<file path="src/rtl/atrf_pkg.sv">
// ---------------------------------------------------------------------------
// atrf_pkg: shared types and constants of the transmit-request framer
// Frame byte codes, byte positions, register indexes and the command
// that travels from the front classifier to the back emitter.
// ---------------------------------------------------------------------------
package atrf_pkg;

    localparam int LEN_W = 9;
    localparam int POS_W = 5;
    localparam int ADDR_W = 64;

    localparam logic [LEN_W-1:0] MAX_PAYLOAD = 9'd256;
    localparam logic [15:0] LEN_OVERHEAD = 16'd14;

    localparam logic [7:0] SOF_BYTE = 8'h7E;
    localparam logic [7:0] TX_REQ_TYPE = 8'h10;

    localparam logic [7:0] SEQ_ID_RST = 8'h01;
    localparam logic [15:0] SHORT_ADDR_RST = 16'hFFFE;
    localparam logic [7:0] RADIUS_RST = 8'h00;
    localparam logic [7:0] OPTIONS_RST = 8'h00;

    // register indexes
    localparam logic [1:0] REG_SEQ_ID = 2'd0;
    localparam logic [1:0] REG_SHORT_ADDR = 2'd1;
    localparam logic [1:0] REG_RADIUS = 2'd2;
    localparam logic [1:0] REG_OPTIONS = 2'd3;

    // byte positions within one frame
    localparam logic [POS_W-1:0] POS_DELIM = 5'd0;
    localparam logic [POS_W-1:0] POS_LEN_HI = 5'd1;
    localparam logic [POS_W-1:0] POS_LEN_LO = 5'd2;
    localparam logic [POS_W-1:0] POS_TYPE = 5'd3;
    localparam logic [POS_W-1:0] POS_SEQ_ID = 5'd4;
    localparam logic [POS_W-1:0] POS_ADDR7 = 5'd5;
    localparam logic [POS_W-1:0] POS_ADDR6 = 5'd6;
    localparam logic [POS_W-1:0] POS_ADDR5 = 5'd7;
    localparam logic [POS_W-1:0] POS_ADDR4 = 5'd8;
    localparam logic [POS_W-1:0] POS_ADDR3 = 5'd9;
    localparam logic [POS_W-1:0] POS_ADDR2 = 5'd10;
    localparam logic [POS_W-1:0] POS_ADDR1 = 5'd11;
    localparam logic [POS_W-1:0] POS_ADDR0 = 5'd12;
    localparam logic [POS_W-1:0] POS_SHORT_HI = 5'd13;
    localparam logic [POS_W-1:0] POS_SHORT_LO = 5'd14;
    localparam logic [POS_W-1:0] POS_RADIUS = 5'd15;
    localparam logic [POS_W-1:0] POS_OPTIONS = 5'd16;
    localparam logic [POS_W-1:0] POS_PAYLOAD = 5'd17;
    localparam logic [POS_W-1:0] POS_CHECKSUM = 5'd18;

    localparam int QUEUE_DEPTH = 4;
    localparam int QPTR_W = $clog2(QUEUE_DEPTH);

    typedef struct packed {
        logic              hdr;          // open a frame: emit the header first
        logic              has_payload;  // carry one payload byte
        logic              last;         // close the frame with the checksum
        logic [LEN_W-1:0]  len;
        logic [ADDR_W-1:0] addr;
        logic [7:0]        payload;
    } atrf_cmd_t;

    typedef struct packed {
        logic [7:0]  seq_id;
        logic [15:0] short_addr;
        logic [7:0]  radius;
        logic [7:0]  options;
    } atrf_cfg_t;

endpackage

</file>
<file path="src/rtl/api_tx_request_framer_core.sv">
// ---------------------------------------------------------------------------
// api_tx_request_framer_core: transmit-request frame builder, byte stream out
// Path: an opening beat goes into the queue, then out through the output register.
// Throughput: one output byte per cycle unless frame_ready stalls the output, set
//   by the emitter's single byte position counter; a frame-opening beat emits the
//   header, every later payload beat its byte, the closing beat the checksum too.
// Reset: rst_n clears the frame tracker, the queue and the output valid flag;
//   the configuration registers return to their documented defaults.
// ---------------------------------------------------------------------------
module api_tx_request_framer_core
    import atrf_pkg::*;
(
    input  logic             clk,
    input  logic             rst_n,
    // configuration port
    input  logic             psel,
    input  logic             penable,
    input  logic             pwrite,
    input  logic [3:0]       paddr,
    input  logic [31:0]      pwdata,
    output logic [31:0]      prdata,
    output logic             pready,
    // input beats
    input  logic             item_valid,
    output logic             item_ready,
    input  logic [7:0]       payload_byte,
    input  logic [LEN_W-1:0] payload_len,
    input  logic [63:0]      dest_addr,
    // output beats
    output logic             frame_valid,
    input  logic             frame_ready,
    output logic [7:0]       frame_byte,
    output logic             frame_last
);

    atrf_cfg_t cfg_reg;
    logic      cfg_wr;
    logic [1:0] reg_idx;

    logic      push;
    logic      push_ready;
    atrf_cmd_t push_cmd;
    logic      pop;
    logic      head_valid;
    atrf_cmd_t head_cmd;

    // Configuration registers. Writes must arrive only while the block is idle;
    // the block does not enforce this; the emitter reads them live for the next header.
    assign pready = 1'b1;
    assign reg_idx = paddr[3:2];
    assign cfg_wr = psel && penable && pwrite;

    always_ff @(posedge clk or negedge rst_n)
    begin
        if (!rst_n)
        begin
            cfg_reg.seq_id <= SEQ_ID_RST;
            cfg_reg.short_addr <= SHORT_ADDR_RST;
            cfg_reg.radius <= RADIUS_RST;
            cfg_reg.options <= OPTIONS_RST;
        end
        else if (cfg_wr)
        begin
            unique case (reg_idx)
                REG_SEQ_ID:     cfg_reg.seq_id <= pwdata[7:0];
                REG_SHORT_ADDR: cfg_reg.short_addr <= pwdata[15:0];
                REG_RADIUS:     cfg_reg.radius <= pwdata[7:0];
                REG_OPTIONS:    cfg_reg.options <= pwdata[7:0];
                default:        cfg_reg <= cfg_reg;
            endcase
        end
    end

    // Read back: zero-extend the selected register.
    always_comb
    begin
        unique case (reg_idx)
            REG_SEQ_ID:     prdata = {24'h0, cfg_reg.seq_id};
            REG_SHORT_ADDR: prdata = {16'h0, cfg_reg.short_addr};
            REG_RADIUS:     prdata = {24'h0, cfg_reg.radius};
            REG_OPTIONS:    prdata = {24'h0, cfg_reg.options};
            default:        prdata = 32'h0;
        endcase
    end

    // Front: classify each input beat as frame opener or payload, track
    // the bytes left in the open frame, hand one command to the queue.
    atrf_front u_front (
        .clk          (clk),
        .rst_n        (rst_n),
        .item_valid   (item_valid),
        .item_ready   (item_ready),
        .payload_byte (payload_byte),
        .payload_len  (payload_len),
        .dest_addr    (dest_addr),
        .push_ready   (push_ready),
        .push         (push),
        .push_cmd     (push_cmd)
    );

    // Queue: hold commands so the front keeps taking beats while the
    // emitter works through a header.
    atrf_queue u_queue (
        .clk        (clk),
        .rst_n      (rst_n),
        .push       (push),
        .push_cmd   (push_cmd),
        .push_ready (push_ready),
        .pop        (pop),
        .head_valid (head_valid),
        .head_cmd   (head_cmd)
    );

    // Back: advance through header, payload and checksum positions and
    // drive the registered output beat.
    atrf_back u_back (
        .clk         (clk),
        .rst_n       (rst_n),
        .head_valid  (head_valid),
        .head_cmd    (head_cmd),
        .pop         (pop),
        .cfg         (cfg_reg),
        .frame_valid (frame_valid),
        .frame_ready (frame_ready),
        .frame_byte  (frame_byte),
        .frame_last  (frame_last)
    );

endmodule

</file>
<file path="src/rtl/atrf_front.sv">
// ---------------------------------------------------------------------------
// atrf_front: input classifier
// Tracks the open frame and turns each accepted beat into one command.
// ---------------------------------------------------------------------------
module atrf_front
    import atrf_pkg::*;
(
    input  logic             clk,
    input  logic             rst_n,
    input  logic             item_valid,
    output logic             item_ready,
    input  logic [7:0]       payload_byte,
    input  logic [LEN_W-1:0] payload_len,
    input  logic [63:0]      dest_addr,
    input  logic             push_ready,
    output logic             push,
    output atrf_cmd_t        push_cmd
);

    logic [LEN_W-1:0] left_reg;
    logic [LEN_W-1:0] left_next;
    logic [LEN_W-1:0] len_sat;

    assign item_ready = push_ready;
    assign push = item_valid && push_ready;
    assign len_sat = (payload_len > MAX_PAYLOAD) ? MAX_PAYLOAD : payload_len;

    always_comb
    begin
        push_cmd.addr = dest_addr;
        push_cmd.payload = payload_byte;
        push_cmd.len = len_sat;
        left_next = left_reg;
        if (left_reg == '0)
        begin
            push_cmd.hdr = 1'b1;
            push_cmd.has_payload = (len_sat != '0);
            push_cmd.last = (len_sat <= 9'd1);
            if (len_sat != '0)
            begin
                left_next = len_sat - 9'd1;
            end
        end
        else
        begin
            push_cmd.hdr = 1'b0;
            push_cmd.has_payload = 1'b1;
            push_cmd.last = (left_reg == 9'd1);
            left_next = left_reg - 9'd1;
        end
    end

    always_ff @(posedge clk or negedge rst_n)
    begin
        if (!rst_n)
        begin
            left_reg <= '0;
        end
        else if (push)
        begin
            left_reg <= left_next;
        end
    end

endmodule

</file>
<file path="src/rtl/atrf_queue.sv">
// ---------------------------------------------------------------------------
// atrf_queue: command queue
// Short FIFO that decouples the classifier from the byte emitter.
// ---------------------------------------------------------------------------
module atrf_queue
    import atrf_pkg::*;
(
    input  logic      clk,
    input  logic      rst_n,
    input  logic      push,
    input  atrf_cmd_t push_cmd,
    output logic      push_ready,
    input  logic      pop,
    output logic      head_valid,
    output atrf_cmd_t head_cmd
);

    atrf_cmd_t mem [QUEUE_DEPTH];
    logic [QPTR_W-1:0] wr_ptr_reg;
    logic [QPTR_W-1:0] rd_ptr_reg;
    logic [QPTR_W:0]   count_reg;

    assign push_ready = (count_reg != QUEUE_DEPTH[QPTR_W:0]);
    assign head_valid = (count_reg != '0);
    assign head_cmd = mem[rd_ptr_reg];

    always_ff @(posedge clk)
    begin
        if (push)
        begin
            mem[wr_ptr_reg] <= push_cmd;
        end
    end

    always_ff @(posedge clk or negedge rst_n)
    begin
        if (!rst_n)
        begin
            wr_ptr_reg <= '0;
            rd_ptr_reg <= '0;
            count_reg <= '0;
        end
        else
        begin
            if (push)
            begin
                wr_ptr_reg <= wr_ptr_reg + 1'b1;
            end
            if (pop)
            begin
                rd_ptr_reg <= rd_ptr_reg + 1'b1;
            end
            if (push && !pop)
            begin
                count_reg <= count_reg + 1'b1;
            end
            else if (pop && !push)
            begin
                count_reg <= count_reg - 1'b1;
            end
        end
    end

endmodule

</file>
<file path="src/rtl/atrf_back.sv">
// ---------------------------------------------------------------------------
// atrf_back: byte emitter
// Walks each command through its frame positions, one byte per cycle while the
// output is not stalled, keeps the checksum and drives the output register.
// ---------------------------------------------------------------------------
module atrf_back
    import atrf_pkg::*;
(
    input  logic      clk,
    input  logic      rst_n,
    input  logic      head_valid,
    input  atrf_cmd_t head_cmd,
    output logic      pop,
    input  atrf_cfg_t cfg,
    output logic      frame_valid,
    input  logic      frame_ready,
    output logic [7:0] frame_byte,
    output logic      frame_last
);

    logic             started_reg;
    logic [POS_W-1:0] pos_reg;
    logic [7:0]       sum_reg;
    logic             valid_reg;
    logic [7:0]       byte_reg;
    logic             last_reg;

    logic             advance;
    logic             done;
    logic [POS_W-1:0] pos;
    logic [POS_W-1:0] pos_next;
    logic [7:0]       byte_cur;
    logic [7:0]       sum_next;
    logic [15:0]      total;

    assign advance = head_valid && (!valid_reg || frame_ready);
    assign pop = advance && done;
    assign pos = started_reg ? pos_reg : (head_cmd.hdr ? POS_DELIM : POS_PAYLOAD);
    assign total = LEN_OVERHEAD + {{(16-LEN_W){1'b0}}, head_cmd.len};

    always_comb
    begin
        unique case (pos)
            POS_DELIM:    byte_cur = SOF_BYTE;
            POS_LEN_HI:   byte_cur = total[15:8];
            POS_LEN_LO:   byte_cur = total[7:0];
            POS_TYPE:     byte_cur = TX_REQ_TYPE;
            POS_SEQ_ID:   byte_cur = cfg.seq_id;
            POS_ADDR7:    byte_cur = head_cmd.addr[63:56];
            POS_ADDR6:    byte_cur = head_cmd.addr[55:48];
            POS_ADDR5:    byte_cur = head_cmd.addr[47:40];
            POS_ADDR4:    byte_cur = head_cmd.addr[39:32];
            POS_ADDR3:    byte_cur = head_cmd.addr[31:24];
            POS_ADDR2:    byte_cur = head_cmd.addr[23:16];
            POS_ADDR1:    byte_cur = head_cmd.addr[15:8];
            POS_ADDR0:    byte_cur = head_cmd.addr[7:0];
            POS_SHORT_HI: byte_cur = cfg.short_addr[15:8];
            POS_SHORT_LO: byte_cur = cfg.short_addr[7:0];
            POS_RADIUS:   byte_cur = cfg.radius;
            POS_OPTIONS:  byte_cur = cfg.options;
            POS_PAYLOAD:  byte_cur = head_cmd.payload;
            POS_CHECKSUM: byte_cur = ~sum_reg;
            default:      byte_cur = 8'h00;
        endcase
    end

    // step through the positions; skip payload or checksum as the command says
    always_comb
    begin
        done = 1'b0;
        pos_next = pos + 5'd1;
        if (pos == POS_OPTIONS)
        begin
            if (head_cmd.has_payload)
            begin
                pos_next = POS_PAYLOAD;
            end
            else if (head_cmd.last)
            begin
                pos_next = POS_CHECKSUM;
            end
            else
            begin
                done = 1'b1;
            end
        end
        else if (pos == POS_PAYLOAD)
        begin
            done = !head_cmd.last;
        end
        else if (pos >= POS_CHECKSUM)
        begin
            done = 1'b1;
        end
    end

    always_comb
    begin
        sum_next = sum_reg;
        if (pos == POS_DELIM)
        begin
            sum_next = 8'h00;
        end
        else if (pos >= POS_TYPE && pos <= POS_PAYLOAD)
        begin
            sum_next = sum_reg + byte_cur;
        end
    end

    always_ff @(posedge clk or negedge rst_n)
    begin
        if (!rst_n)
        begin
            started_reg <= 1'b0;
            pos_reg <= '0;
            sum_reg <= '0;
            valid_reg <= 1'b0;
        end
        else
        begin
            if (advance)
            begin
                started_reg <= !done;
                pos_reg <= pos_next;
                sum_reg <= sum_next;
                valid_reg <= 1'b1;
            end
            else if (frame_ready)
            begin
                valid_reg <= 1'b0;
            end
        end
    end

    always_ff @(posedge clk)
    begin
        if (advance)
        begin
            byte_reg <= byte_cur;
            last_reg <= (pos == POS_CHECKSUM);
        end
    end

    assign frame_valid = valid_reg;
    assign frame_byte = byte_reg;
    assign frame_last = last_reg;

endmodule
</file>
<file path="config.mk">
export PLATFORM = sky130hd
export DESIGN_NAME = api_tx_request_framer_core
export DESIGN_NICKNAME = d
export VERILOG_FILES = /design/src/rtl/atrf_pkg.sv /design/src/rtl/api_tx_request_framer_core.sv /design/src/rtl/atrf_front.sv /design/src/rtl/atrf_queue.sv /design/src/rtl/atrf_back.sv
export SDC_FILE = /design/constraint.sdc
export NUM_CORES = 1
export LEC_CHECK = 0
export BUFFER_PORTS_ARGS = -buffer_cell sky130_fd_sc_hd__clkbuf_2
export CAP_MARGIN = 30
export CORE_MARGIN = 2
export CORE_UTILIZATION = 23
export DETAILED_ROUTE_END_ITERATION = 10
export SYNTH_ARGS = -nofsm -noshare
export SYNTH_HDL_FRONTEND = slang
export SYNTH_HIERARCHICAL = 1
export SYNTH_SLANG_ARGS = --single-unit
</file>
<file path="constraint.sdc">
create_clock -name clk -period 4.7 [get_ports clk]
set_clock_uncertainty 0.15 [all_clocks]
set_input_delay 0 -clock clk [delete_from_list [all_inputs] [get_ports clk]]
set_output_delay 0 -clock clk [all_outputs]
set_load 0.05 [all_outputs]
</file>
== Word-level counts from Yosys, hierarchy flattened ==
Memories as Yosys holds them, arrays and structs flattened.
Index checks and enable logic that the tools add are counted.

* Add/sub/neg operators: 9
* Bitwise gates (word level): 1
* Equality and inequality tests: 24
* Magnitude comparators: 5
* Reductions and logical operators: 28
* Mux-type cells: 24

{| class="wikitable"
|+ Operators by type and width
! operator !! count
|-
| 8-bit one-hot mux with 19 select lines || 1
|-
| 32-bit one-hot mux with 4 select lines || 1
|-
| 5-bit by 4-bit == test with 1-bit output (second input constant) || 8
|-
| 9-bit two-way mux || 3
|-
| 5-bit two-way mux || 5
|-
| 5-bit by 3-bit == test with 1-bit output (second input constant) || 4
|-
| 9-bit by 1-bit subtractor with 9-bit output (second input constant) || 2
|-
| 8-bit two-way mux || 2
|-
| 5-bit == test (second input constant) || 3
|-
| 2-bit AND reduction || 6
|-
| 4-bit by 9-bit adder with 10-bit output (first input constant) || 1
|-
| 5-bit by 2-bit == test with 1-bit output (second input constant) || 2
|-
| 9-bit by 1-bit == test with 1-bit output (second input constant) || 1
|-
| 9-bit greater-than comparator (second input constant) || 1
|-
| 9-bit by 1-bit <= comparator with 1-bit output (second input constant) || 1
|-
| 9-bit logical NOT || 1
|-
| 1-bit two-way mux || 9
|-
| 3-bit two-way mux || 3
|-
| 9-bit nonzero test || 1
|-
| 8-bit adder || 1
|-
| 1-bit logical AND || 8
|-
| 8-bit inverter || 1
|-
| 2-bit nonzero test || 3
|-
| 5-bit by 1-bit adder with 5-bit output (second input constant) || 1
|-
| other kinds (16) || 22
|}

* Bits in writable memories: 336
* Output and inout bits: 44
* Register bits after elaboration: 80
* Memories kept: 1
* Input bits: 124

{| class="wikitable"
|+ Memories
! name !! words !! bits a word !! rd ports !! clocked after Yosys merged registers in !! write ports !! line !! text
|-
| u_queue.mem || 4 || 84 || 1 || 0 || 1 || atrf_queue.sv:18 || <nowiki>atrf_cmd_t mem [QUEUE_DEPTH];</nowiki>
|}

== Depth between registers and ports, before layout ==
An unclocked memory read counts as a cell.

* Depth after elaboration: 11
* Gate-level depth with buffers: 20
* Depth with buffers taken out: 17

== By module ==
Netlist, hierarchy kept.

{| class="wikitable"
|+ By module, submodules not included
! module !! sequential area each (µm²) !! area an instance (µm²) !! instances !! cells each
|-
| atrf_queue || 10264.8 || 12555.8 || 1 || 474
|-
| atrf_back || 645.6 || 2553.7 || 1 || 317
|-
| api_tx_request_framer_core || 1021.0 || 1988.2 || 1 || 127
|-
| atrf_front || 225.2 || 1402.6 || 1 || 182
|}

== Least setup slack after synthesis ==
OpenSTA, ideal clock, no wires.

* Kind: register to register
* From: register u_queue.rd_ptr_reg[0]
* To: register u_back.sum_reg[6]
* Arrival time: 3.746 ns
* Path slack: 0.655 ns
* Library setup time: 0.149 ns
* Stages on the path, launching flop included: 19
* Cells stage by stage: dfrtp_1 buf_6 buf_12 mux4_2 nand2b_1 nand2_1 ha_1 buf_1 a22oi_1 o21ai_0 a2111oi_0 nand4_1 fa_1 a21o_1 a21o_1 a21o_1 a21oi_1 xor2_1 o31ai_1

{| class="wikitable"
|+ RTL lines
! element !! line !! text
|-
| start, declared || atrf_queue.sv:20 || <nowiki>logic [QPTR_W-1:0] rd_ptr_reg;</nowiki>
|-
| start signal, assigned || atrf_queue.sv:51 || <nowiki>rd_ptr_reg <= rd_ptr_reg + 1'b1;</nowiki>
|-
| end signal, assigned || atrf_back.sv:125 || <nowiki>sum_reg <= sum_next;</nowiki>
|-
| end, declared || atrf_back.sv:23 || <nowiki>logic [7:0] sum_reg;</nowiki>
|}

==> metrics.md <==
| Metric | Value |
|---|---|
| Outcome | `completed` |
| Starting density of the core | `23.1%` |
| Critical hold path startpoint | `psel` |
| PwrDens | `621 nW/um^2` |
| Adder-cell share of the synthesized area | `1.43%` |
| Reg2reg path depth | `16` |
| NumNets Final | `1,441` |
| First drt pass iteration count | `6` |
| Critical Path Most Common Cell | `a21o_1` |
| RSZ-0062 raised after global routing | `no` |
| Postcts setup bufs | `0` |
| Largest fanout on the critical path | `5` |
| Register area share after synthesis | `65.7%` |
| Final RePlAce weighted congestion | `0.908` |
| Number of enable-type register cells in the synthesized netlist | `345` |
| Top FF cell, synth | `edfxtp_1` |
| Number of buffers added on ports | `132` |
| Maximum number of pins on one net before global-route repair | `85` |
| Remaining routing DRC violations | `0` |
| Worst hold path endpoint | `cfg_reg[1]` |
| Mux share of post-synthesis cell area | `14.7%` |
| Synth Cell Area | `18,500 sq um` |
| Antenna Violating Nets Remaining | `0` |
| Wire length of the first global-routing pass | `71,700 um` |
| Leading area contributor after synthesis | `edfxtp_1` |
| GRT Residual Overflow | `0` |
| Final routed wirelength across all metal layers | `48,300 um` |
| Final count of hold timing violations | `0` |
| Final critical-path setup slack | `230 ps` |
| Compound-gate portion of the synthesized area | `5.78%` |
| Required time at the worst-slack endpoint | `5010 ps` |
| Ratio of routed vias to standard cells | `4.39` |
| Post-Synthesis Cells | `1,100` |
| Largest family of logic cells by synthesized area | `multiplexers` |
| # IOs | `168` |
| Worst slew pin tran | `801 ps` |
| Peak per-stage delay on the critical path | `550 ps` |
| Simple-gate share of the synthesized area | `5.59%` |
| Number of global-route vias before repair | `10,931` |
| Worst voltage drop across the vdd grid | `0.286 mV` |
| Flip-flop count of the largest register, all copies and words added | `336` |
| Synthesis-stage register bit count | `416` |
| Overall power | `0.0139 W` |
| Buffer cell driving the clock tree root | `clkbuf_16` |
| Overall die height | `288 um` |
| Layout Cells excl Fill | `2,393` |
| Crit Reg-Reg Startpoint | `u_queue/rd_ptr_reg[0]` |
| Number of vias in the routed layout | `10,502` |
| Final worst-path cycle share | `95.1%` |
| Yosys top cell area share | `56.0%` |
| Leakage power figure | `7.82 nW` |
| Type of the tightest min-delay check | `primary input to flop` |
| Place WS | `301 ps` |
| Chip width | `288 um` |
| # H-tree levels | `2` |
| Final instance area | `22,400 sq um` |
| Number of max-cap violations | `0` |
| Ranking of synthesized cells by area | `edfxtp_1, mux4_2, dfrtp_1` |
| Synth warnings | `6` |
| Clock Sinks | `416` |
| Total routing usage reported by global routing | `11.6%` |
| Total core area | `80,000 sq um` |
| Source-to-sink clock delay at the later pin of the worst-skew pair | `550 ps` |
| Final number of max-transition violations | `0` |
| Endpoint of the most critical register-to-register path | `u_back/sum_reg[6]` |
| Count of routing violations after the opening detailed-route iteration | `1,079` |
| Critical Path Start Type | `flop` |
| HPWL reported at the end of detailed placement | `34,400 um` |
| Worst-case headroom to the max-slew limit | `46.4%` |
| Cell chain of the critical path | `mux4_2 -> nand2b_1 -> nand2_1 -> ha_1 -> a22oi_1 -> o21ai_0 -> a2111oi_0 -> nand4_1 -> buf_4 -> fa_1 -> a21o_1 -> a21o_1 -> a21o_1 -> a21oi_1 -> xor2_1 -> o31ai_1` |
| Syn_area_per_cell | `16.8 sq um` |
| Area added between synthesis and finish | `21.1%` |
| Count of endpoints failing setup in the final report | `0` |
| TritonCTS clock tree | `yes` |
| Ys async rst share | `17.1%` |
| Data arrival time of the worst path | `4780 ps` |
| WL/cell | `20.2 um` |
| Initial antenna violation count | `6` |
| # placed instances | `2,205` |
| Xor-xnor portion of the synthesized cell area | `0.852%` |
| Post-CTS clock slew at the launch and capture registers of the worst setup and hold paths | `60 ps` |
| Count of cell types in the netlist | `86` |
| Standard-cell row count | `104` |
| Maximum frequency from static timing analysis | `224 MHz` |
| Standard cell with the maximum stage delay on the critical path | `mux4_2` |
| Worst hold path stage count | `4` |
| Min Clock Period, post-route | `4470 ps` |
| Ratio of cells with drive above 1 in the final layout | `31.0%` |
| Most frequent cells in the layout | `edfxtp_1, clkbuf_2, dlygate4sd3_1` |
| Setup tns final | `0 ps` |
| Crit Path Category | `flop to flop` |
| Internal reg-to-reg setup slack | `230 ps` |
| TritonCTS Buffers | `43` |
| Floorplan die area | `82,700 sq um` |
| Kind of capture point of the worst setup path | `flop` |
| Longest Clk Path Bufs | `3` |
| Most frequent standard cell in the layout excluding fill and tap cells | `edfxtp_1` |
| Placed inst area | `19,900 sq um` |
## timing repair
action	CTS	global route
resized for setup	0	1
hold buffers	107	0
hold endpoints to repair	433	0
setup endpoints to repair	0	1
## where the power goes
group | leakage [nW] | total, W | internal (W) | switching, W
registers | 4.00 | 0.00543 | 0.00496 | 0.000467
logic | 3.11 | 0.00503 | 0.00207 | 0.00296
clock network | 0.707 | 0.00345 | 0.00207 | 0.00138
## critical path: cells and delay by family, from the launching register on
kind / cells / cell delay, ps
AND/OR/NAND/NOR: 3 / 460
buffers and inverters: 1 / 180
AO/OA/AOI/OAI: 8 / 1800
multiplexers: 1 / 550
XOR/XNOR: 1 / 90
flip-flops: 1 / 440
adder cells (fa/ha/maj): 2 / 690
## synthesized netlist by cell type (5+ instances only)
cell type and count:
edfxtp_1 345, buf_4 98, mux4_2 92, dfrtp_1 55
nand2_1 50, nor2_1 39, mux2_2 37, o21ai_0 25
a21oi_1 22, ha_1 18, inv_1 17, dfstp_2 16
and2_1 15, nor3_1 15, a22oi_1 14, buf_2 13
nand3_1 13, mux2_4 12, nand2b_1 12, xor2_1 12
clkbuf_1 11, a22o_1 9, nor2b_1 9, nand4_1 8
a221oi_1 6, a222oi_1 6, buf_1 6, buf_12 6
nand3b_1 6, xnor2_1 6, a21o_1 5, or3_1 5
## area by class of cell
type | instances | area, sq um
clock buffer | 55 | 1190
timing repair buffer | 275 | 2070
fill | 8010 | 57600
antenna | 3 | 7.51
clock inverter | 23 | 251
tap | 1060 | 1330
multi-input combinational | 543 | 5330
sequential | 416 | 12200
inverter | 18 | 67.6
## per-stage QoR
stage	util, %	hold slack, ps
6_report	28.0	18.7
5_1_grt	28.0	30.4
4_1_cts	28.0	1.42
3_5_place_dp	24.8	-353
3_3_place_gp	24.8	-354
2_1_floorplan	-	-446
## per-layer routing
metal	global-route usage, %	share of wire, %
met1	15.4	42
met2	19.3	49
met3	2.24	6.8
met4	3.28	2.3
met5	0	0.054
## worst max-delay path by stage
stage	start	end	slack, ps	depth (start not counted)
6_report	u_queue/rd_ptr_reg[0]	u_back/sum_reg[6]	230	16
5_1_grt	u_queue/rd_ptr_reg[0]	u_back/sum_reg[6]	10	16
4_1_cts	u_queue/rd_ptr_reg[0]	u_back/sum_reg[7]	280	15
3_5_place_dp	u_queue/rd_ptr_reg[0]	u_back/sum_reg[7]	300	15
3_3_place_gp	u_queue/rd_ptr_reg[0]	u_back/sum_reg[7]	300	14
2_1_floorplan	u_queue/rd_ptr_reg[0]	u_back/sum_reg[6]	650	18
## cells by family after synthesis
family	Yosys count
mux	146
simple gates	197
fa+ha+maj	20
compound gates	145
flops	416
xor+xnor	18
buf+inv	156
other cells	2
No activity file was read; power rests on OpenSTA's default activity.
